--- config.mk ---
export PLATFORM = sky130hd
export DESIGN_NAME = sha256_hash_core
export DESIGN_NICKNAME = d
export VERILOG_FILES = /design/src/design/sha_pkg.sv /design/src/design/sha_cmd_queue.sv /design/src/design/sha_engine.sv /design/src/design/sha_front.sv /design/src/design/sha256_hash_core.sv
export SDC_FILE = /design/constraint.sdc
export NUM_CORES = 2
export LEC_CHECK = 0
export BUFFER_PORTS_ARGS = -buffer_cell sky130_fd_sc_hd__buf_2
export CAP_MARGIN = 20
export CORE_MARGIN = 2
export CORE_UTILIZATION = 45
export CTS_BUF_LIST = sky130_fd_sc_hd__clkbuf_16
export DETAILED_ROUTE_END_ITERATION = 10
export GPL_TIMING_DRIVEN = 0
export PLACE_DENSITY = 0.61
export SLEW_MARGIN = 25
export SYNTH_ARGS = -nofsm -noshare
export SYNTH_HDL_FRONTEND = slang
export SYNTH_HIERARCHICAL = 1
export SYNTH_SLANG_ARGS = --single-unit
--- constraint.sdc ---
create_clock -name clk -period 26 [get_ports clk]
set_clock_uncertainty 0.15 [all_clocks]
set_input_delay 3.9 -clock clk [delete_from_list [all_inputs] [get_ports clk]]
set_output_delay 3.9 -clock clk [all_outputs]
set_load 0.02 [all_outputs]
--- src/design/sha_pkg.sv ---
// Package for the SHA-256 hash core: constants, round table, front-to-back command type.
// No dependencies.
`timescale 1ns / 1ps
`default_nettype none
package sha_pkg;
  localparam int LengthFieldBits = 64;
  localparam int QueueDepth = 4;
  localparam int QueueAw = $clog2(QueueDepth);

  typedef struct packed {
    logic [7:0] data;
    logic       is_last;
    logic       is_empty;
  } sha_cmd_t;

  typedef logic [7:0][31:0] sha_hash_t;

  localparam sha_hash_t HashInit = {
    32'h5be0cd19, 32'h1f83d9ab, 32'h9b05688c, 32'h510e527f,
    32'ha54ff53a, 32'h3c6ef372, 32'hbb67ae85, 32'h6a09e667
  };

  function automatic logic [31:0] round_k(input logic [5:0] t);
    logic [31:0] k;
    unique case (t)
      6'd0: k = 32'h428a2f98; 6'd1: k = 32'h71374491; 6'd2: k = 32'hb5c0fbcf;
      6'd3: k = 32'he9b5dba5; 6'd4: k = 32'h3956c25b; 6'd5: k = 32'h59f111f1;
      6'd6: k = 32'h923f82a4; 6'd7: k = 32'hab1c5ed5; 6'd8: k = 32'hd807aa98;
      6'd9: k = 32'h12835b01; 6'd10: k = 32'h243185be; 6'd11: k = 32'h550c7dc3;
      6'd12: k = 32'h72be5d74; 6'd13: k = 32'h80deb1fe; 6'd14: k = 32'h9bdc06a7;
      6'd15: k = 32'hc19bf174; 6'd16: k = 32'he49b69c1; 6'd17: k = 32'hefbe4786;
      6'd18: k = 32'h0fc19dc6; 6'd19: k = 32'h240ca1cc; 6'd20: k = 32'h2de92c6f;
      6'd21: k = 32'h4a7484aa; 6'd22: k = 32'h5cb0a9dc; 6'd23: k = 32'h76f988da;
      6'd24: k = 32'h983e5152; 6'd25: k = 32'ha831c66d; 6'd26: k = 32'hb00327c8;
      6'd27: k = 32'hbf597fc7; 6'd28: k = 32'hc6e00bf3; 6'd29: k = 32'hd5a79147;
      6'd30: k = 32'h06ca6351; 6'd31: k = 32'h14292967; 6'd32: k = 32'h27b70a85;
      6'd33: k = 32'h2e1b2138; 6'd34: k = 32'h4d2c6dfc; 6'd35: k = 32'h53380d13;
      6'd36: k = 32'h650a7354; 6'd37: k = 32'h766a0abb; 6'd38: k = 32'h81c2c92e;
      6'd39: k = 32'h92722c85; 6'd40: k = 32'ha2bfe8a1; 6'd41: k = 32'ha81a664b;
      6'd42: k = 32'hc24b8b70; 6'd43: k = 32'hc76c51a3; 6'd44: k = 32'hd192e819;
      6'd45: k = 32'hd6990624; 6'd46: k = 32'hf40e3585; 6'd47: k = 32'h106aa070;
      6'd48: k = 32'h19a4c116; 6'd49: k = 32'h1e376c08; 6'd50: k = 32'h2748774c;
      6'd51: k = 32'h34b0bcb5; 6'd52: k = 32'h391c0cb3; 6'd53: k = 32'h4ed8aa4a;
      6'd54: k = 32'h5b9cca4f; 6'd55: k = 32'h682e6ff3; 6'd56: k = 32'h748f82ee;
      6'd57: k = 32'h78a5636f; 6'd58: k = 32'h84c87814; 6'd59: k = 32'h8cc70208;
      6'd60: k = 32'h90befffa; 6'd61: k = 32'ha4506ceb; 6'd62: k = 32'hbef9a3f7;
      default: k = 32'hc67178f2;
    endcase
    return k;
  endfunction
endpackage
`default_nettype wire

--- src/design/sha_cmd_queue.sv ---
// Short queue of byte transactions between the front and the back of the hash core.
// Depends on sha_pkg.
`timescale 1ns / 1ps
`default_nettype none
module sha_cmd_queue import sha_pkg::*; (
  input  wire logic     clk,
  input  wire logic     rst_n,
  input  wire logic     wr_valid,
  output logic          wr_stall,
  input  wire sha_cmd_t wr_cmd,
  output logic          rd_valid,
  input  wire logic     rd_take,
  output sha_cmd_t      rd_cmd
);
  sha_cmd_t              slot_r [QueueDepth];
  logic [QueueAw-1:0]    wptr_r, rptr_r;
  logic [QueueAw:0]      count_r;
  logic                  push, pop;

  assign wr_stall = (count_r == (QueueAw+1)'(QueueDepth));
  assign rd_valid = (count_r != '0);
  assign rd_cmd   = slot_r[rptr_r];
  assign push = wr_valid && !wr_stall;
  assign pop  = rd_take && rd_valid;

  always_ff @(posedge clk) begin
    if (!rst_n) begin
      wptr_r <= '0;
      rptr_r <= '0;
      count_r <= '0;
    end else begin
      if (push) wptr_r <= wptr_r + 1'b1;
      if (pop) rptr_r <= rptr_r + 1'b1;
      count_r <= count_r + (QueueAw+1)'(push) - (QueueAw+1)'(pop);
    end
    if (push) slot_r[wptr_r] <= wr_cmd;
  end
endmodule
`default_nettype wire

--- src/design/sha_engine.sv ---
// Back end of the hash core: block packing, padding, 64-round compression, digest output.
// Depends on sha_pkg.
`timescale 1ns / 1ps
`default_nettype none
module sha_engine import sha_pkg::*; (
  input  wire logic     clk,
  input  wire logic     rst_n,
  input  wire logic     cmd_valid,
  output logic          cmd_take,
  input  wire sha_cmd_t cmd,
  output logic          out_valid,
  input  wire logic     out_stall,
  output logic [31:0]   out_digest_word,
  output logic [2:0]    out_word_index,
  output logic          out_last_word
);
  localparam logic [2:0] StIdle = 3'd0;
  localparam logic [2:0] StPad  = 3'd1;
  localparam logic [2:0] StInit = 3'd2;
  localparam logic [2:0] StRnd  = 3'd3;
  localparam logic [2:0] StAdd  = 3'd4;
  localparam logic [2:0] StOut  = 3'd5;

  logic [2:0]       state_r, state_nxt;
  sha_hash_t        hash_r, hash_nxt;
  logic [7:0][31:0] wv_r, wv_nxt;
  logic [31:0]      ring_r [16];
  logic [31:0]      w_r, w_nxt;
  logic [60:0]      total_r, total_nxt;
  logic [5:0]       fill_r, fill_nxt;
  logic [6:0]       round_r, round_nxt;
  logic             padding_r, padding_nxt;
  logic             wrap_r, wrap_nxt;
  logic             final_r, final_nxt;
  logic             last_pend_r, last_pend_nxt;
  logic [63:0]      bitlen_r, bitlen_nxt;
  logic [2:0]       oidx_r, oidx_nxt;

  logic [7:0]  pad_byte;
  logic [7:0]  put_val;
  logic        put_en;
  logic [31:0] put_word;
  logic [5:0]  t6, tn6;
  logic [31:0] xm1, xm6, xm14, xm15, sched_w, s0, s1, ws0, ws1, ch, maj, t1, t2;
  logic [60:0] total_inc;
  logic [63:0] len_mask;

  assign len_mask = {64{1'b1}} >> (64 - LengthFieldBits);
  assign t6 = round_r[5:0];
  assign tn6 = t6 + 6'd1;
  assign total_inc = total_r + 61'd1;

  always_comb begin
    if (!padding_r) pad_byte = 8'h80;
    else if (fill_r < 6'd56 || wrap_r) pad_byte = 8'h00;
    else pad_byte = 8'(bitlen_r >> {3'd7 - fill_r[2:0], 3'b000});
  end

  assign cmd_take = (state_r == StIdle) && cmd_valid;
  assign put_en = ((state_r == StIdle) && cmd_valid && !cmd.is_empty) || (state_r == StPad);
  assign put_val = (state_r == StPad) ? pad_byte : cmd.data;

  always_comb begin
    put_word = (fill_r[1:0] == 2'd0) ? 32'd0 : ring_r[fill_r[5:2]];
    unique case (fill_r[1:0])
      2'd0: put_word[31:24] = put_val;
      2'd1: put_word[23:16] = put_val;
      2'd2: put_word[15:8]  = put_val;
      2'd3: put_word[7:0]   = put_val;
    endcase
  end

  assign xm1  = ring_r[4'(t6 - 6'd1)];
  assign xm6  = ring_r[4'(t6 - 6'd6)];
  assign xm14 = ring_r[4'(t6 - 6'd14)];
  assign xm15 = ring_r[tn6[3:0]];
  assign ws1 = {xm1[16:0], xm1[31:17]} ^ {xm1[18:0], xm1[31:19]} ^ (xm1 >> 10);
  assign ws0 = {xm14[6:0], xm14[31:7]} ^ {xm14[17:0], xm14[31:18]} ^ (xm14 >> 3);
  assign sched_w = (round_r < 7'd15) ? xm15 : ws1 + xm6 + ws0 + xm15;
  assign s1  = {wv_r[4][5:0], wv_r[4][31:6]} ^ {wv_r[4][10:0], wv_r[4][31:11]}
             ^ {wv_r[4][24:0], wv_r[4][31:25]};
  assign ch  = (wv_r[4] & wv_r[5]) ^ (~wv_r[4] & wv_r[6]);
  assign s0  = {wv_r[0][1:0], wv_r[0][31:2]} ^ {wv_r[0][12:0], wv_r[0][31:13]}
             ^ {wv_r[0][21:0], wv_r[0][31:22]};
  assign maj = (wv_r[0] & wv_r[1]) ^ (wv_r[0] & wv_r[2]) ^ (wv_r[1] & wv_r[2]);
  assign t1  = wv_r[7] + s1 + ch + round_k(t6) + w_r;
  assign t2  = s0 + maj;

  always_comb begin
    state_nxt = state_r;
    hash_nxt = hash_r;
    wv_nxt = wv_r;
    w_nxt = w_r;
    total_nxt = total_r;
    fill_nxt = put_en ? fill_r + 6'd1 : fill_r;
    round_nxt = round_r;
    padding_nxt = padding_r;
    wrap_nxt = wrap_r;
    final_nxt = final_r;
    last_pend_nxt = last_pend_r;
    bitlen_nxt = bitlen_r;
    oidx_nxt = oidx_r;
    unique case (state_r)
      StIdle: if (cmd_valid) begin
        if (!cmd.is_empty) total_nxt = total_inc;
        if (cmd.is_last) begin
          bitlen_nxt = {cmd.is_empty ? total_r : total_inc, 3'b000} & len_mask;
          last_pend_nxt = 1'b1;
        end
        if (!cmd.is_empty && fill_r == 6'd63) state_nxt = StInit;
        else if (cmd.is_last) state_nxt = StPad;
      end
      StPad: begin
        padding_nxt = 1'b1;
        if (!padding_r) wrap_nxt = (fill_r >= 6'd56) && (fill_r != 6'd63);
        else if (fill_r == 6'd63) wrap_nxt = 1'b0;
        if (fill_r == 6'd63) begin
          final_nxt = padding_r && !wrap_r;
          state_nxt = StInit;
        end
      end
      StInit: begin
        wv_nxt = hash_r;
        w_nxt = ring_r[0];
        round_nxt = '0;
        state_nxt = StRnd;
      end
      StRnd: begin
        wv_nxt = {wv_r[6], wv_r[5], wv_r[4], wv_r[3] + t1,
                  wv_r[2], wv_r[1], wv_r[0], t1 + t2};
        w_nxt = sched_w;
        round_nxt = round_r + 7'd1;
        if (round_r == 7'd63) state_nxt = StAdd;
      end
      StAdd: begin
        for (int i = 0; i < 8; i++) hash_nxt[i] = hash_r[i] + wv_r[i];
        round_nxt = '0;
        oidx_nxt = '0;
        if (final_r) state_nxt = StOut;
        else if (last_pend_r) state_nxt = StPad;
        else state_nxt = StIdle;
      end
      StOut: if (!out_stall) begin
        oidx_nxt = oidx_r + 3'd1;
        if (oidx_r == 3'd7) begin
          hash_nxt = HashInit;
          total_nxt = '0;
          padding_nxt = 1'b0;
          wrap_nxt = 1'b0;
          final_nxt = 1'b0;
          last_pend_nxt = 1'b0;
          state_nxt = StIdle;
        end
      end
      default: state_nxt = StIdle;
    endcase
  end

  always_ff @(posedge clk) begin
    if (!rst_n) begin
      state_r <= StIdle;
      hash_r <= HashInit;
      wv_r <= '0;
      w_r <= '0;
      total_r <= '0;
      fill_r <= '0;
      round_r <= '0;
      padding_r <= 1'b0;
      wrap_r <= 1'b0;
      final_r <= 1'b0;
      last_pend_r <= 1'b0;
      bitlen_r <= '0;
      oidx_r <= '0;
    end else begin
      state_r <= state_nxt;
      hash_r <= hash_nxt;
      wv_r <= wv_nxt;
      w_r <= w_nxt;
      total_r <= total_nxt;
      fill_r <= fill_nxt;
      round_r <= round_nxt;
      padding_r <= padding_nxt;
      wrap_r <= wrap_nxt;
      final_r <= final_nxt;
      last_pend_r <= last_pend_nxt;
      bitlen_r <= bitlen_nxt;
      oidx_r <= oidx_nxt;
    end
  end

  always_ff @(posedge clk) begin
    if (put_en) ring_r[fill_r[5:2]] <= put_word;
    else if (state_r == StRnd && round_r >= 7'd15 && round_r != 7'd63)
      ring_r[tn6[3:0]] <= sched_w;
  end

  assign out_valid = (state_r == StOut);
  assign out_digest_word = hash_r[oidx_r];
  assign out_word_index = oidx_r;
  assign out_last_word = (oidx_r == 3'd7);
endmodule
`default_nettype wire

--- src/design/sha_front.sv ---
// Front end of the hash core: takes byte transactions and classifies them for the queue.
// Depends on sha_pkg.
`timescale 1ns / 1ps
`default_nettype none
module sha_front import sha_pkg::*; (
  input  wire logic       in_valid,
  output logic            in_stall,
  input  wire logic [7:0] in_msg_byte,
  input  wire logic       in_last_byte,
  input  wire logic       in_empty_message,
  output logic            q_valid,
  input  wire logic       q_stall,
  output sha_cmd_t        q_cmd
);
  logic drop;
  assign drop = in_empty_message && !in_last_byte;
  assign in_stall = q_stall;
  assign q_valid = in_valid && !drop;
  assign q_cmd = '{data: in_msg_byte, is_last: in_last_byte, is_empty: in_empty_message};
endmodule
`default_nettype wire

--- src/design/sha256_hash_core.sv ---
// SHA-256 hash core: one byte per transaction, eight digest words per message.
// Each byte is packed into the block; each full 64-byte block then takes load, 64 rounds, add.
// The engine takes no byte while it pads, compresses or outputs; a four-entry queue holds bytes while busy.
// After the final byte, digest words appear one per cycle while out_stall is low.
// Reset (rst_n, synchronous) loads the initial hash values and empties the queue.
`timescale 1ns / 1ps
`default_nettype none
module sha256_hash_core import sha_pkg::*; (
  input  wire logic        clk,
  input  wire logic        rst_n,
  input  wire logic        in_valid,
  output logic             in_stall,
  input  wire logic [7:0]  in_msg_byte,
  input  wire logic        in_last_byte,
  input  wire logic        in_empty_message,
  output logic             out_valid,
  input  wire logic        out_stall,
  output logic [31:0]      out_digest_word,
  output logic [2:0]       out_word_index,
  output logic             out_last_word
);
  logic     fq_valid, fq_stall, qe_valid, qe_take;
  sha_cmd_t fq_cmd, qe_cmd;

  sha_front u_front (
    .in_valid, .in_stall, .in_msg_byte, .in_last_byte, .in_empty_message,
    .q_valid(fq_valid), .q_stall(fq_stall), .q_cmd(fq_cmd)
  );
  sha_cmd_queue u_queue (
    .clk, .rst_n, .wr_valid(fq_valid), .wr_stall(fq_stall), .wr_cmd(fq_cmd),
    .rd_valid(qe_valid), .rd_take(qe_take), .rd_cmd(qe_cmd)
  );
  sha_engine u_engine (
    .clk, .rst_n, .cmd_valid(qe_valid), .cmd_take(qe_take), .cmd(qe_cmd),
    .out_valid, .out_stall, .out_digest_word, .out_word_index, .out_last_word
  );
endmodule
`default_nettype wire

Yosys cells after proc, flatten, opt, wreduce, memory -nomap -nowiden
Memory sizes are Yosys's and may differ from the RTL's. A register that Yosys moved wholly into a read port is not among the register bits. Cells that the tools add are included.

Add/subtract/negate cells: 31. Magnitude comparators: 5. Equality and inequality tests: 26. Shift operators: 1. Multiplexer cells: 59. Bitwise operators: 17. Reductions and logical operators: 41.

Operators by type and width (count): 256-bit case mux with 2 select lines (2); 32-bit adder (18); 256-bit 2-to-1 mux (2); 32-bit XOR (9); 61-bit 2-to-1 mux (4); 32-bit bitwise AND (5); 32-bit 2-to-1 mux (4); 61-bit case mux with 2 select lines (1); 32-bit binary-select mux with 3-bit select (1); 32-bit case mux with 2 select lines (1); 64-bit by 6-bit right shift with 8-bit output (1); 61-bit by 1-bit adder with 61-bit output, second input constant (1); 8-bit 2-to-1 mux (7); 32-bit NOT (1); 32-bit OR reduction (1); 32-bit by 22-bit XOR with 32-bit output (1); 32-bit by 29-bit XOR with 32-bit output (1); 3-bit 2-to-1 mux (9); 3-bit case mux with 6 select lines (1); 1-bit 2-to-1 mux (15); 7-bit case mux with 2 select lines (1); 3-bit equality test, second input constant (4); 6-bit 2-to-1 mux (2); 2-bit inequality test, second input constant (6); other kinds (44) (82).

Register bits: 696. Bits in writable memories: 552. Memory bits (read-only): 2048. Input port bits: 14. Output and inout bits: 38. Logic and storage cells: 213. Memories: 3.

Memory list: (name not given) (depth 64, width 32, rd ports 1, clocked after memory_dff 1, wr ports 0, RTL line sha_pkg.sv:25) `unique case (t)`; u_engine.ring_r (depth 16, width 32, rd ports 5, clocked after memory_dff 0, wr ports 1, RTL line sha_engine.sv:27) `logic [31:0] ring_r [16];`; u_queue.slot_r (depth 4, width 10, rd ports 1, clocked after memory_dff 1, wr ports 1, RTL line sha_cmd_queue.sv:15) `sha_cmd_t slot_r [QueueDepth];`.

Longest topological paths before layout
An unclocked memory read counts as a cell.

Word-level depth: 9. Gate-level depth with buffers: 35. Depth with buffers taken out: 32.

By module
The synthesis kept the hierarchy.

By module, submodules not included: sha_engine (instances 1, cells each 8791, area an instance 87229.9 um^2, sequential area each 29808.6 um^2); sha_cmd_queue (instances 1, cells each 100, area an instance 1925.6 um^2, sequential area each 1381.3 um^2); sha_front (instances 1, cells each 13, area an instance 93.8 um^2, sequential area each 0.0 um^2).

Worst setup path after synthesis
Ideal clock, no wire load.

Path type: flip-flop to flip-flop. Start: register u_engine.round_r[1]. End: memory u_engine.ring_r[0][31], data pin. Library setup time: 294 ps. Arrival: 8158 ps. Data required time: 25556 ps. Slack: 17398 ps. Cell stages (with the launch flop): 35. Buffers on the path: 9. Clock period less this slack: 8602 ps. Path through: dfxtp_1 -> buf_2 -> buf_2 -> buf_4 -> buf_4 -> buf_2 -> buf_2 -> inv_1 -> ha_1 -> clkbuf_1 -> clkbuf_1 -> buf_1 -> mux2i_1 -> nand2_1 -> o21ai_0 -> xnor2_1 -> xnor2_1 -> fa_1 -> fa_1 -> inv_1 -> ha_1 -> inv_1 -> fa_1 -> nor2b_1 -> o21ai_0 -> a211oi_1 -> o21ai_0 -> a2111oi_0 -> o21a_1 -> o21a_1 -> o41ai_1 -> xnor2_1 -> nand2_1 -> xor2_1 -> o22ai_1.

Cells in the longest elaborated chain, start to end: 9. Elaborated cells between the ends (all ways): 23. Classes of those cells: add/sub (7); order compare (2); eq/ne (1); mux (5); bitwise (4); reduce/logical (3); memory (1).

RTL lines: from (decl) (RTL line sha_engine.sv:31) `logic [6:0] round_r, round_nxt;`; from (signal assigned) (RTL line sha_engine.sv:181) `round_r <= round_nxt;`; 4-bit by 1-bit subtractor with 4-bit output (RTL line sha_engine.sv:73) `assign xm1 = ring_r[4'(t6 - 6'd1)];`; memory read 16 x 32 bit; 32-bit XOR (RTL line sha_engine.sv:77) `assign ws1 = {xm1[16:0], xm1[31:17]} ^ {xm1[18:0], xm1[31:19]} ^ (xm1 >> 10);`; 32-bit by 22-bit XOR with 32-bit output (RTL line sha_engine.sv:77); 32-bit adder (3 in a row) (RTL line sha_engine.sv:79) `assign sched_w = (round_r < 7'd15) ? xm15 : ws1 + xm6 + ws0 + xm15;`; 32-bit 2-to-1 mux (RTL line sha_engine.sv:79); 32-bit 2-to-1 mux (no line) (*); to (decl) (RTL line sha_engine.sv:27).

Every way passes the cells marked *; elsewhere a longest branch is shown, timed or not.

Worst setup path in the final report
Start: register u_engine.round_r[1]. End: memory u_engine.ring_r[2][31], data pin.

Same word-level chain as after synthesis.

==> summary.txt <==
Status
  – Run status: finished clean

Detailed routing
  – Routed Antenna Nets: 0
  – Routed WL: approximately 440 mm
  – Vias: approximately 80000
  – Pre-antenna DRT Iters: 8
  – Wire per inst: around 37 um
  – DRC: 0
  – Vias/cell: approximately 6.7
  – Initial DRC Count: 11100

Clocking
  – Post-CTS Hold Fix Bufs: 0
  – H-tree Lvls: 4
  – Setup bufs post-CTS: 0
  – Worst skew pair latency: around 0.85 ns
  – Clock transition at path regs: about 0.06 ns
  – Post-CTS sizing: 0
  – CTS tree: yes
  – Root buf cell: clkbuf_16
  – Clock sink count: between 1000 and 1500
  – Total CTS buffers: 154
  – Clock buffer depth: 3

Critical path
  – R2R Setup Slk: 12.40 ns
  – Critical Path RT: ~26 ns
  – Bufs and invs on worst path: 12
  – CP arrival: roughly 14 ns
  – Crit Reg-Reg Startpoint: u_engine/round_r[1]
  – Critical path's slowest cell: buf_1
  – Crit path top cell by count: buf_2
  – Critical path depth in cells: 33
  – CP delay by family, top: buffers and inverters
  – Crit Path Max Fanout: 16
  – Reg2reg end: u_engine/ring_r[2][31]
  – CP max stage delay: ~0.92 ns
  – Worst Reg-to-Reg Cells: 33
  – Worst Setup End Kind: flip-flop
  – Critical path type: reg -> reg
  – Worst setup startpoint: u_engine/round_r[1]
  – CP Launch Type: flip-flop
  – Setup crit end: u_engine/ring_r[2][31]

Pwr
  – VDD IR max: approximately 180 uV
  – Leakage: approximately 0.036 uW
  – PD cells: between 100 and 150 nW/um2

Timing
  – Slew @ Worst Pin: 1.22 ns
  – Max-slew violations: 0
  – Rel. slew slack: between 15 and 20%
  – Minimum clock period: approximately 14 ns
  – RSZ-0062 raised after global routing: false
  – Peak Freq: approximately 74 MHz
  – Worst Slack Setup Final: between 10 and 15 ns
  – Finish-stage setup viols: 0
  – Fin crit share: between 50% and 60%
  – Setup TNS Final: 0 ns
  – Hold Vio Cnt, Final: 0

Global routing
  – Largest net degree at the start of global routing: 17
  – Total track usage: a little over two fifths
  – GR Overflow Total: 0
  – Initial antenna violation count: 24
  – First-pass GRT wire length: 599 mm
  – Vias in the first global route: 74600

Synthesis
  – Synth top area share: between 10% and 20%
  – Number of synthesized flops with an enable pin: between 500 and 600
  – Top cells by area, synth: edfxtp_1 (19%), dfxtp_1 (16%), mux4_2 (13%)
  – Yosys Warn Count: 6
  – Ys async rst share: 0%
  – Synth Area per Inst: about 10 um2
  – Mapped Area: about 89000 um2
  – Netlist cell types: just over 100
  – Syn_nets: around 9500
  – Post-synth top flop: dfxtp_1
  – Largest area contributor in the netlist: edfxtp_1
  – Synthesized flop and latch total: ~1300
  – Post-Synthesis Cells: 8904
  – Seq/Total Area, Yosys: about a third

Floorplan
  – # IOs: 52
  – Die width: around 450 um
  – Rows: ~160
  – Initial core utilization: 45.3%
  – Area of the core: between 150000 and 200000 um2
  – Die H: roughly 450 um
  – Die Area: between 200000 and 250000 um2

Job
  – Max_cap viols: 0

Placement
  – GP Congestion: approximately 1.0
  – Placed cell area: between 90000 and 100000 um2
  – Pre-CTS worst setup slack: ~13 ns
  – DPL Wire Length: ~340 mm
  – IO Port Bufs: between 40 and 50

Worst hold path
  – Worst hold path class: reg -> reg

Layout
  – Synthesis-to-finish area growth: 10.6%
  – Net count, final: 9738
  – Share of cells above drive strength 1: around 13%
  – Fillers: roughly 18000
  – Final Cell Area: around 99000 um2
  – Util after Layout: ~50%
  – Commonest non-fill, non-tap cell in the layout: nor2_1
  – Commonest non-fill, non-tap cells in the layout: nor2_1 (874), dfxtp_1 (730), nand2_1 (617)
[layout make-up]
cell class              count  area (um2)  area share, %
multi-input cells        6542       54200           54.9
plain buffers             604        2590           2.63
inverters                 476        1790           1.81
diodes                     21        52.6         0.0532
clock inverters           130        1220           1.23
flip-flops and latches   1282       31200           31.6
repair buffers             62         542          0.549
well taps                2640        3300           3.35
clock buffers             154        3850           3.90
[through the flow]
stage          hold WS (ns)  std cells  total power [uW]
6_report              0.309      11900             13100
5_1_grt               0.331      11900             13800
4_1_cts               0.308      11900             12800
3_5_place_dp          0.301      11600             10600
3_3_place_gp          0.298      11600             10500
2_1_floorplan         0.282       8904              8050
[worst min-delay path by stage]
stage,from,endpoint,slack [ns],cells past startpoint
after floorplan,u_engine/w_r[21],u_engine/w_r[21],0.28,2
after global placement,u_engine/w_r[21],u_engine/w_r[21],0.30,2
after detailed placement,u_engine/w_r[21],u_engine/w_r[21],0.30,2
after CTS,u_engine/w_r[21],u_engine/w_r[21],0.31,2
after global routing,u_engine/w_r[21],u_engine/w_r[21],0.33,2
final,u_engine/w_r[21],u_engine/w_r[21],0.31,2
[logic make-up (layout without fill, tap and decap cells)]
family | count (synthesis) | after routing | synth area share [%]
AOI/OAI and AO/OA | 2206 | 2206 | 15.6
xor gates and xnor gates | 636 | 636 | 6.26
adders and majority gates | 624 | 624 | 10.3
buffers and inverters | 1080 | 1426 | 4.75
DFF | 1282 | 1282 | 34.9
muxes | 883 | 883 | 17.3
other | 0 | 21 | 0
and+or+nand+nor | 2193 | 2193 | 10.8
[metal layers]
metal / up-vias / routed length (um) / global-route usage (%)
met5: - / 94 / 0
met4: 16 / 43500 / 34.7
met3: 1582 / 46500 / 11.4
met2: 5567 / 193000 / 64.5
met1: 39300 / 158000 / 50.5
li1: 33200 / - / -
[worst reg2reg max path: cells and delay by family, from the launching register on]
kind            cells  cell delay [ns]
flops               1             0.38
simple gates        3             0.41
buf+inv            12             5.73
mux                 1             0.66
fa+ha+maj           5             2.01
compound gates      9             3.11
xor+xnor            3             0.75
[synth_stat cells, types with 14 or more instances]
master,number
inv_1,471
a21o_1,180
dfxtp_1,730
nor4_1,20
mux4_2,516
o21ai_1,15
o21bai_1,49
nor2b_1,48
nand3_1,156
o21a_1,59
buf_1,58
nand4_1,25
xnor2_1,429
a211oi_1,340
clkbuf_1,452
and3_1,56
or2_2,32
o22ai_1,79
ha_1,406
o31ai_1,30
buf_4,21
buf_2,69
o21ai_0,474
edfxtp_1,552
nor2_1,911
xor2_1,206
and2_1,34
o211ai_1,48
a22oi_1,70
o311ai_0,15
mux2i_1,273
mux2_2,94
nand2b_1,54
a311oi_1,14
nand2_1,617
nor3_1,140
a21oi_1,596
fa_1,196
maj3_1,22
a31oi_1,67
or3_1,55
[state kept, by name, summed over array words and instances (netlist names), named ones only]
register	cells
u_engine/out_word_index	3
u_engine/last_pend_r	1
u_engine/padding_r	1
u_engine/w_r	32
u_engine/ring_r	512
u_queue/rptr_r	2
u_engine/wv_r	256
u_engine/round_r	7
u_engine/fill_r	6
u_engine/state_r	3
u_queue/count_r	3
u_queue/slot_r	40
u_engine/wrap_r	1
u_queue/wptr_r	2
u_engine/hash_r	256
u_engine/bitlen_r	61
u_engine/total_r	61
u_engine/final_r	1
[report_power, final]
part | switching (uW) | internal (uW)
logic | 5220 | 2910
clock network | 967 | 1220
registers | 333 | 2430
No activity file was read; power rests on OpenSTA's default activity.
